File: src/tccc_pkg.sv
// ----------------------------------------------------------------------------
// tccc_pkg
// Shared types and constants for the text console cursor controller.
// ----------------------------------------------------------------------------
package tccc_pkg;

  localparam int CELL_WIDTH_DEFAULT  = 8;
  localparam int CELL_HEIGHT_DEFAULT = 16;
  localparam int QUEUE_DEPTH         = 4;   // power of two, at least 2

  localparam int CFG_WIDTH  = 13;
  localparam int CFG_INDEX_WIDTH = 1;
  localparam int POS_WIDTH  = 12;

  localparam logic [CFG_INDEX_WIDTH-1:0] REG_SCREEN_WIDTH  = 1'd0;
  localparam logic [CFG_INDEX_WIDTH-1:0] REG_SCREEN_HEIGHT = 1'd1;

  localparam logic [CFG_WIDTH-1:0] SCREEN_WIDTH_RESET  = 13'd1024;
  localparam logic [CFG_WIDTH-1:0] SCREEN_HEIGHT_RESET = 13'd768;
  localparam logic [CFG_WIDTH-1:0] SCREEN_WIDTH_MIN    = 13'd8;
  localparam logic [CFG_WIDTH-1:0] SCREEN_HEIGHT_MIN   = 13'd16;
  localparam logic [CFG_WIDTH-1:0] SCREEN_MAX          = 13'd4096;

  localparam logic [7:0] CHAR_BS = 8'h08;
  localparam logic [7:0] CHAR_HT = 8'h09;
  localparam logic [7:0] CHAR_LF = 8'h0A;
  localparam logic [7:0] CHAR_FF = 8'h0C;
  localparam logic [7:0] CHAR_CR = 8'h0D;

  typedef enum logic [1:0] {
    CMD_DRAW   = 2'd0,
    CMD_SCROLL = 2'd1,
    CMD_CLEAR  = 2'd2
  } cmd_t;

  typedef struct packed {
    cmd_t                  command;
    logic [7:0]            glyph_code;
    logic [POS_WIDTH-1:0]  pixel_x;
    logic [POS_WIDTH-1:0]  pixel_y;
    logic                  write_done;
    logic                  last_result;
  } result_t;

endpackage

File: src/tccc_queue.sv
// ----------------------------------------------------------------------------
// tccc_queue
// Result queue: takes up to two results per cycle, hands out one per transfer.
// ----------------------------------------------------------------------------
module tccc_queue #(
  parameter int DEPTH = tccc_pkg::QUEUE_DEPTH
) (
  input  logic                      clk,
  input  logic                      rst,
  input  logic [1:0]                push_count,
  input  tccc_pkg::result_t         push_data [2],
  output logic                      can_take_two,
  output logic                      out_valid,
  input  logic                      out_ready,
  output tccc_pkg::result_t         out_data,
  output logic [$clog2(DEPTH+1)-1:0] level
);

  localparam int PW = $clog2(DEPTH);
  localparam int CW = $clog2(DEPTH + 1);

  tccc_pkg::result_t entries [DEPTH];
  logic [PW-1:0] wr_ptr;
  logic [PW-1:0] rd_ptr;
  logic [CW-1:0] count;
  logic          pop;

  assign pop          = out_valid && out_ready;
  assign out_valid    = (count != '0);
  assign out_data     = entries[rd_ptr];
  assign can_take_two = (count <= CW'(DEPTH - 2));
  assign level        = count;

  always_ff @(posedge clk) begin
    if (rst) begin
      wr_ptr <= '0;
      rd_ptr <= '0;
      count  <= '0;
    end else begin
      wr_ptr <= wr_ptr + PW'(push_count);
      rd_ptr <= rd_ptr + PW'(pop);
      count  <= count + CW'(push_count) - CW'(pop);
    end
  end

  always_ff @(posedge clk) begin
    if (push_count != 2'd0) begin
      entries[wr_ptr] <= push_data[0];
    end
    if (push_count == 2'd2) begin
      entries[wr_ptr + PW'(1)] <= push_data[1];
    end
  end

endmodule

File: src/text_console_cursor_controller.sv
// ----------------------------------------------------------------------------
// text_console_cursor_controller
// Interprets text bytes, tracks a pixel cursor and emits draw, scroll and
// clear commands.
// ----------------------------------------------------------------------------
// One text byte is taken per clock unless the input stalls. Each byte is
// decoded against the cursor combinationally; its commands (none, one, or two
// when a drawn glyph also scrolls) go into a four-entry result queue. The
// first command is queued, and shown if the queue was empty, in the cycle
// after the byte's transfer. The output delivers one command per cycle while
// m_axis_tready is high. The input stalls only while fewer than two queue
// slots are free. The user must write screen size registers via cfg_we,
// cfg_index and cfg_data only while no byte is in flight; it is not enforced.
// ----------------------------------------------------------------------------
module text_console_cursor_controller #(
  parameter int CELL_WIDTH  = tccc_pkg::CELL_WIDTH_DEFAULT,
  parameter int CELL_HEIGHT = tccc_pkg::CELL_HEIGHT_DEFAULT
) (
  input  logic                                  clk,
  input  logic                                  rst,
  input  logic                                  cfg_we,
  input  logic [tccc_pkg::CFG_INDEX_WIDTH-1:0]  cfg_index,
  input  logic [tccc_pkg::CFG_WIDTH-1:0]        cfg_data,
  input  logic                                  s_axis_tvalid,
  output logic                                  s_axis_tready,
  input  logic [7:0]                            s_axis_tdata,  // [7:0] text_byte
  input  logic                                  s_axis_tlast,  // end_of_write
  output logic                                  m_axis_tvalid,
  input  logic                                  m_axis_tready,
  output logic [31:0]                           m_axis_tdata,  // glyph_code, pixel_x, pixel_y
  output logic [2:0]                            m_axis_tuser,  // command, write_done
  output logic                                  m_axis_tlast   // last_result
);

  localparam int PW = tccc_pkg::POS_WIDTH;
  localparam int CW = tccc_pkg::CFG_WIDTH;
  localparam int LW = $clog2(tccc_pkg::QUEUE_DEPTH + 1);

  logic [CW-1:0] screen_width;
  logic [CW-1:0] screen_height;
  logic [PW-1:0] cursor_x;
  logic [PW-1:0] cursor_y;

  logic [CW-1:0] w_eff;
  logic [CW-1:0] h_eff;
  logic [7:0]    text_byte;
  logic          accept;
  logic          has_prim;
  logic          do_scroll;
  logic          wrap;
  logic [CW-1:0] x1;
  logic [CW-1:0] y1;
  logic [CW-1:0] x2;
  logic [CW:0]   y2;
  logic [CW-1:0] y_pin;
  logic [PW-1:0] cursor_x_next;
  logic [PW-1:0] cursor_y_next;
  logic [1:0]    n_results;
  logic [1:0]    push_count;
  logic          can_take_two;
  logic [LW-1:0] q_level;

  tccc_pkg::result_t prim_res;
  tccc_pkg::result_t scroll_res;
  tccc_pkg::result_t push_data [2];
  tccc_pkg::result_t out_res;

  assign text_byte     = s_axis_tdata;
  assign s_axis_tready = can_take_two;
  assign accept        = s_axis_tvalid && s_axis_tready;

  always_ff @(posedge clk) begin
    if (rst) begin
      screen_width  <= tccc_pkg::SCREEN_WIDTH_RESET;
      screen_height <= tccc_pkg::SCREEN_HEIGHT_RESET;
    end else if (cfg_we) begin
      unique case (cfg_index)
        tccc_pkg::REG_SCREEN_WIDTH:  screen_width  <= cfg_data;
        tccc_pkg::REG_SCREEN_HEIGHT: screen_height <= cfg_data;
        default: ;
      endcase
    end
  end

  always_comb begin
    priority if (screen_width < tccc_pkg::SCREEN_WIDTH_MIN) begin
      w_eff = tccc_pkg::SCREEN_WIDTH_MIN;
    end else if (screen_width > tccc_pkg::SCREEN_MAX) begin
      w_eff = tccc_pkg::SCREEN_MAX;
    end else begin
      w_eff = screen_width;
    end
    priority if (screen_height < tccc_pkg::SCREEN_HEIGHT_MIN) begin
      h_eff = tccc_pkg::SCREEN_HEIGHT_MIN;
    end else if (screen_height > tccc_pkg::SCREEN_MAX) begin
      h_eff = tccc_pkg::SCREEN_MAX;
    end else begin
      h_eff = screen_height;
    end
  end

  always_comb begin
    x1       = CW'(cursor_x);
    y1       = CW'(cursor_y);
    has_prim = 1'b1;
    unique case (text_byte)
      tccc_pkg::CHAR_LF: begin
        x1       = '0;
        y1       = CW'(cursor_y) + CW'(CELL_HEIGHT);
        has_prim = 1'b0;
      end
      tccc_pkg::CHAR_HT: begin
        x1       = CW'(cursor_x) + CW'(CELL_WIDTH);
        has_prim = 1'b0;
      end
      tccc_pkg::CHAR_BS: begin
        if (CW'(cursor_x) >= CW'(CELL_WIDTH)) begin
          x1 = CW'(cursor_x) - CW'(CELL_WIDTH);
        end
        has_prim = 1'b0;
      end
      tccc_pkg::CHAR_CR: begin
        x1       = '0;
        has_prim = 1'b0;
      end
      tccc_pkg::CHAR_FF: begin
        x1 = '0;
        y1 = '0;
      end
      default: begin
        x1 = CW'(cursor_x) + CW'(CELL_WIDTH);
      end
    endcase
  end

  always_comb begin
    wrap      = ((CW+1)'(x1) + (CW+1)'(CELL_WIDTH)) > (CW+1)'(w_eff);
    x2        = wrap ? '0 : x1;
    y2        = wrap ? ((CW+1)'(y1) + (CW+1)'(CELL_HEIGHT)) : (CW+1)'(y1);
    do_scroll = (y2 + (CW+1)'(CELL_HEIGHT)) > (CW+1)'(h_eff);
    y_pin     = (h_eff >= CW'(CELL_HEIGHT)) ? (h_eff - CW'(CELL_HEIGHT)) : '0;
    cursor_x_next = x2[PW-1:0];
    cursor_y_next = do_scroll ? y_pin[PW-1:0] : y2[PW-1:0];
  end

  always_ff @(posedge clk) begin
    if (rst) begin
      cursor_x <= '0;
      cursor_y <= '0;
    end else if (accept) begin
      cursor_x <= cursor_x_next;
      cursor_y <= cursor_y_next;
    end
  end

  always_comb begin
    n_results = 2'(has_prim) + 2'(do_scroll);
    push_count = accept ? n_results : 2'd0;

    prim_res = '0;
    if (text_byte == tccc_pkg::CHAR_FF) begin
      prim_res.command = tccc_pkg::CMD_CLEAR;
    end else begin
      prim_res.command    = tccc_pkg::CMD_DRAW;
      prim_res.glyph_code = text_byte;
      prim_res.pixel_x    = cursor_x;
      prim_res.pixel_y    = cursor_y;
    end
    prim_res.last_result = !do_scroll;
    prim_res.write_done  = !do_scroll && s_axis_tlast;

    scroll_res             = '0;
    scroll_res.command     = tccc_pkg::CMD_SCROLL;
    scroll_res.last_result = 1'b1;
    scroll_res.write_done  = s_axis_tlast;

    push_data[0] = has_prim ? prim_res : scroll_res;
    push_data[1] = scroll_res;
  end

  tccc_queue #(
    .DEPTH(tccc_pkg::QUEUE_DEPTH)
  ) u_queue (
    .clk         (clk),
    .rst         (rst),
    .push_count  (push_count),
    .push_data   (push_data),
    .can_take_two(can_take_two),
    .out_valid   (m_axis_tvalid),
    .out_ready   (m_axis_tready),
    .out_data    (out_res),
    .level       (q_level)
  );

  assign m_axis_tdata = {out_res.pixel_y, out_res.pixel_x, out_res.glyph_code};
  assign m_axis_tuser = {out_res.write_done, out_res.command};
  assign m_axis_tlast = out_res.last_result;

  a_first_of_pair_has_partner: assert property (
    @(posedge clk) disable iff (rst)
    m_axis_tvalid && !m_axis_tlast |-> q_level >= LW'(2)
  ) else $error("first result of a pair has no partner queued");

  a_write_done_on_last: assert property (
    @(posedge clk) disable iff (rst)
    m_axis_tvalid && m_axis_tuser[2] |-> m_axis_tlast
  ) else $error("write_done flagged on a result that is not the last");

  a_form_feed_homes_x: assert property (
    @(posedge clk) disable iff (rst)
    accept && text_byte == tccc_pkg::CHAR_FF |=> cursor_x == '0
  ) else $error("form feed left the cursor off column zero");

endmodule

File: config.mk
export PLATFORM = sky130hd
export DESIGN_NAME = text_console_cursor_controller
export DESIGN_NICKNAME = d
export VERILOG_FILES = /design/src/tccc_pkg.sv /design/src/tccc_queue.sv /design/src/text_console_cursor_controller.sv
export SDC_FILE = /design/constraint.sdc
export NUM_CORES = 1
export LEC_CHECK = 0
export ABC_AREA = 1
export ABC_CLOCK_PERIOD_IN_PS = 17200
export BUFFER_PORTS_ARGS = -buffer_cell sky130_fd_sc_hd__clkbuf_2
export CORE_MARGIN = 2
export CORE_UTILIZATION = 40
export CTS_BUF_LIST = sky130_fd_sc_hd__clkbuf_8
export DETAILED_ROUTE_END_ITERATION = 12
export REMOVE_ABC_BUFFERS = 1
export SYNTH_ARGS = -nofsm -noshare
export SYNTH_HDL_FRONTEND = slang
export SYNTH_SLANG_ARGS = --single-unit
File: constraint.sdc
create_clock -name clk -period 17.2 [get_ports clk]
set_clock_uncertainty 0.15 [all_clocks]
set_input_delay 1.72 -clock clk [delete_from_list [all_inputs] [get_ports clk]]
set_output_delay 1.72 -clock clk [all_outputs]
set_load 0.01 [all_outputs]
==> results.txt <==
* Most frequent cell on the critical path: nand2_1
* Number of CTS-inserted buffers: 37
- In this run, synthesis inferred 4 flip-flops with an integrated enable.
- Kind of end point of the critical path: flip-flop
* Cell with the most instances after synthesis: nand2_1
- Power density over the cells: approximately 140 mW/mm^2
- Measured against the total synthesized area, the mux share comes to 0%.
* Net count, final: 1,626
* First-pass GRT wire length: 48,310 um
- Data required time of the critical path: 17.51 ns
* First-pass iteration count of the detailed router: 5
* IO Port Bufs: 65
- Number of placed instances with taps included: 1,854
- Path type of the worst setup path: primary input to flip-flop
* Hold_buf cts: 0
* Reg-to-reg endpoint: u_queue.entries[3][31]$_SDFFE_PP0P_
- Simple-gate share of the synthesized area: 29.40%
- Worst-path fanout max: 39
- Reg clk slew, reported paths: 0.06 ns
* Cell taking the most area after synthesis: dfxtp_1
- The tool flagged a number of max-cap violations equal to 0.
- Final hold violation count: 0
* Die area: 0.02783 mm^2
* TritonCTS sink count: 201
* Share of post-route cells with drive strength above 1: 13.56%
* Top_reg_cell synth: dfxtp_1
- In this run the mean area of a mapped cell was 6.969 um^2.
* Starting utilization of the core area: 40.70%
- Entering global routing, the biggest net connects 75 pins.
- Counting cells, the worst reg-to-reg path comes to 45.
* Synthesized-area fraction occupied by xor and xnor cells: 1.404%
- Antenna diode instance count: 0
- Setup repair after global routing left no endpoint under its margin.
* Rel. slew slack: 26.76%
- For the pin with the worst max-slew slack, the measured transition is 1.097 ns.
* Minimum clock period after layout: 10.36 ns
- Maximum vdd drop: 92.75 uV
- From bottom edge to top edge, the die measures 166.8 um.
- TritonCTS built the clock tree.
- Cell Rows: 59
- Setup violations remaining at the end of the flow were counted as 0.
- Via total after detailed routing: about 10k
* CP max-delay cell: inv_1
- Ranking of synthesized cells by instance count: 344 x nand2_1, 227 x o21ai_0, 197 x dfxtp_1, 181 x nor2_1, 103 x inv_1
* Hold-critical path depth: 2
- The finished layout holds 1,921 standard cells, fillers aside.
- Fin crit share: approximately 60%
- Once detail routing completed, the nets flagged for antenna violations numbered 0.
- The share of the Yosys chip area taken by registers is a little under two fifths.
- In this run the deepest clock path goes through 3 buffers.
- For flop-to-flop paths, the worst setup slack is between 7 and 8 ns.
- Static Leak: around 0.0052 uW
- Seq cells post-synth: about 200
- Core region area: 0.02606 mm^2
- Based on the critical path, the design can be clocked at up to between 90 and 100 MHz.
* CTS resizes: 0
* Number of distinct library cell variants in the gate-level netlist after synthesis: 50
- In this run, the number of DRC markers left after iteration 0 of detailed routing was 717.
- For the worst setup path, the data arrival time is ~11 ns.
- In this run the most critical hold path is launched from u_queue.entries[1][24]$_SDFFE_PP0P_.
- At the end of routability-driven placement, the weighted congestion stood at 0.8757.
- The via count of the first global-routing pass was 9,606.
* Outcome: finished, final reports clean
- Largest family of logic cells by synthesized area: simple AND/OR/NAND/NOR gates
- For this run the aggregate overflow at the end of global routing stands at 0.
* Terminating pin of the worst hold path: u_queue.entries[1][24]$_SDFFE_PP0P_
- Cell at the root of the clock tree: clkbuf_8
- The worst hold path belongs to the class flip-flop to flip-flop.
- On the worst path, the slowest cell contributes a delay of around 0.88 ns.
- In the post-synthesis netlist, the biggest area contributors are dfxtp_1 37%, nand2_1 12%, o21ai_0 11%.
* Average wire length per cell after detail routing: 15.19 um
- Area grow syn2layout: 12.20%
- Total negative slack: 0 ns
- Summing the areas of all fa, ha and maj instances in the mapped netlist gives 4.789% of the synthesized area.
- Summed over all layers, the routed wires come to 29,170 um.
- The clock reaches the later pin of the worst-skew pair after between 0.5 and 0.6 ns.
- Level count of the clock H-tree: 2
- STA classifies the critical path startpoint as a primary input.
- The cell count after synthesis came out at between 1.5k and 2k.
- Global routing used 20.86% of the available tracks across all layers.
- Once the clock tree was built, the setup fixing pass inserted 0 buffers.
* Final number of max-transition violations: 0
- The HPWL after detailed placement is ~19,000 um.
- 66 I/O pins were placed.
* Vias per std cell: about 5.3
* DRC errors left: 0
- Yosys warns: 0
- The synthesized netlist devotes between 10% and 20% of its cell area to compound gates.
* Proportion of netlist area held by the largest area contributor: 37.18%
* Width of the chip: 166.8 um
* Reg-to-reg startpoint: cursor_x[3]$_SDFFE_PP0P_
- The initial antenna violation count came to 0.
- Share of flip-flops with an asynchronous set or reset after synthesis: 0%
- The synthesized netlist occupies a cell area of about 0.011 mm^2.
## sequential cells by signal, summed over array words and instances, names as in the netlist
register         count
screen_width        13
u_queue.level        3
u_queue.entries    144
cursor_x            12
screen_height       13
u_queue.wr_ptr       2
u_queue.rd_ptr       2
cursor_y            12
## placed cells by master, fill, tap and decap left out, types with 3 or more instances in the layout
cell type    n
clkinv_2     4
nand2_2     17
o22ai_1     36
a21oi_2      3
nand2_4      5
o21ai_1     22
clkinv_1     3
edfxtp_1     4
nor3_2       3
nand4_1     21
a22oi_1      4
nand3_2      7
dfxtp_1    196
ha_1        39
bufinv_16    4
clkbuf_2    65
a21oi_1     44
buf_4        8
xor2_1      16
o21ai_0    227
nor2_1     181
o211ai_1     7
nor2_4       8
clkbuf_8    45
nand3_1     85
inv_1      114
o21bai_1     3
nor2_2      12
inv_2       18
or2_2        3
nor3_1      11
nand2_1    344
a31oi_1      3
## power breakdown
part / internal (uW) / switching, uW
sequential: 561 / 52.7
combinational: 194 / 385
clock: 301 / 210
total: 1060 / 648
## metal layers
| metal | wire length, um | track usage (%) | up-vias | part of all wire (%) |
|---|---|---|---|---|
| met1 | 13670 | 28.07 | 4729 | 47 |
| met2 | 13450 | 34.69 | 239 | 46 |
| met3 | 1625 | 3.351 | 35 | 5.6 |
| met4 | 420 | 5.772 | 0 | 1.4 |
| met5 | 0 | 0 | - | 0 |
| li1 | - | - | 5115 | - |
## cells by family after synthesis
| logic type | count (synthesis) |
|---|---|
| XOR/XNOR | 17 |
| AO/OA/AOI/OAI | 359 |
| flip-flops | 201 |
| AND/OR/NAND/NOR | 705 |
| buffers and inverters | 200 |
| adder cells (fa/ha/maj) | 40 |
## worst max-delay path by stage
stage,start,end,slack (ns),depth (start not counted)
floorplan,s_axis_tdata[4],u_queue.entries[3][29]$_SDFFE_PP0P_,8.28,45
global placement,s_axis_tdata[4],u_queue.entries[3][35]$_SDFFE_PP0P_,6.52,47
detailed placement,s_axis_tdata[4],u_queue.entries[3][31]$_SDFFE_PP0P_,6.26,47
CTS,s_axis_tdata[4],u_queue.entries[3][31]$_SDFFE_PP0P_,6.82,47
global route,s_axis_tdata[5],u_queue.entries[3][25]$_SDFFE_PP0P_,5.73,47
finish,s_axis_tdata[4],u_queue.entries[3][31]$_SDFFE_PP0P_,6.84,47
## critical path: cells and delay by family
| kind | cells | cell delay [ns] |
|---|---|---|
| simple gates | 29 | 3.93 |
| fa+ha+maj | 5 | 1.34 |
| buf+inv | 9 | 2.63 |
| xor+xnor | 1 | 0.15 |
| compound gates | 3 | 0.88 |
## per-stage QoR
| step | cell area [um^2] | setup WS [ns] | hold WS (ns) | util, % | power (uW) |
|---|---|---|---|---|---|
| after global placement | 11060 | 6.524 | 0.2832 | 42.45 | 1195 |
| after global routing | 11900 | 5.725 | 0.3242 | 45.67 | 1825 |
| after CTS | 11900 | 6.817 | 0.3044 | 45.67 | 1719 |
| after floorplan | 10250 | 8.281 | 0.2731 | - | 1000 |
| final | 11900 | 6.838 | 0.3030 | 45.67 | 1704 |
| after detailed placement | 11060 | 6.256 | 0.2893 | 42.45 | 1204 |
## area by class of cell
class | count | area (um^2)
inverter | 124 | 465.4
clock inverter | 22 | 217.7
tap | 335 | 419.2
multi-input combinational | 1121 | 5728
fill | 2713 | 14160
sequential | 201 | 4065
clock buffer | 45 | 619.3
timing repair buffer | 73 | 385.4
No activity file was read; power rests on OpenSTA's default activity.
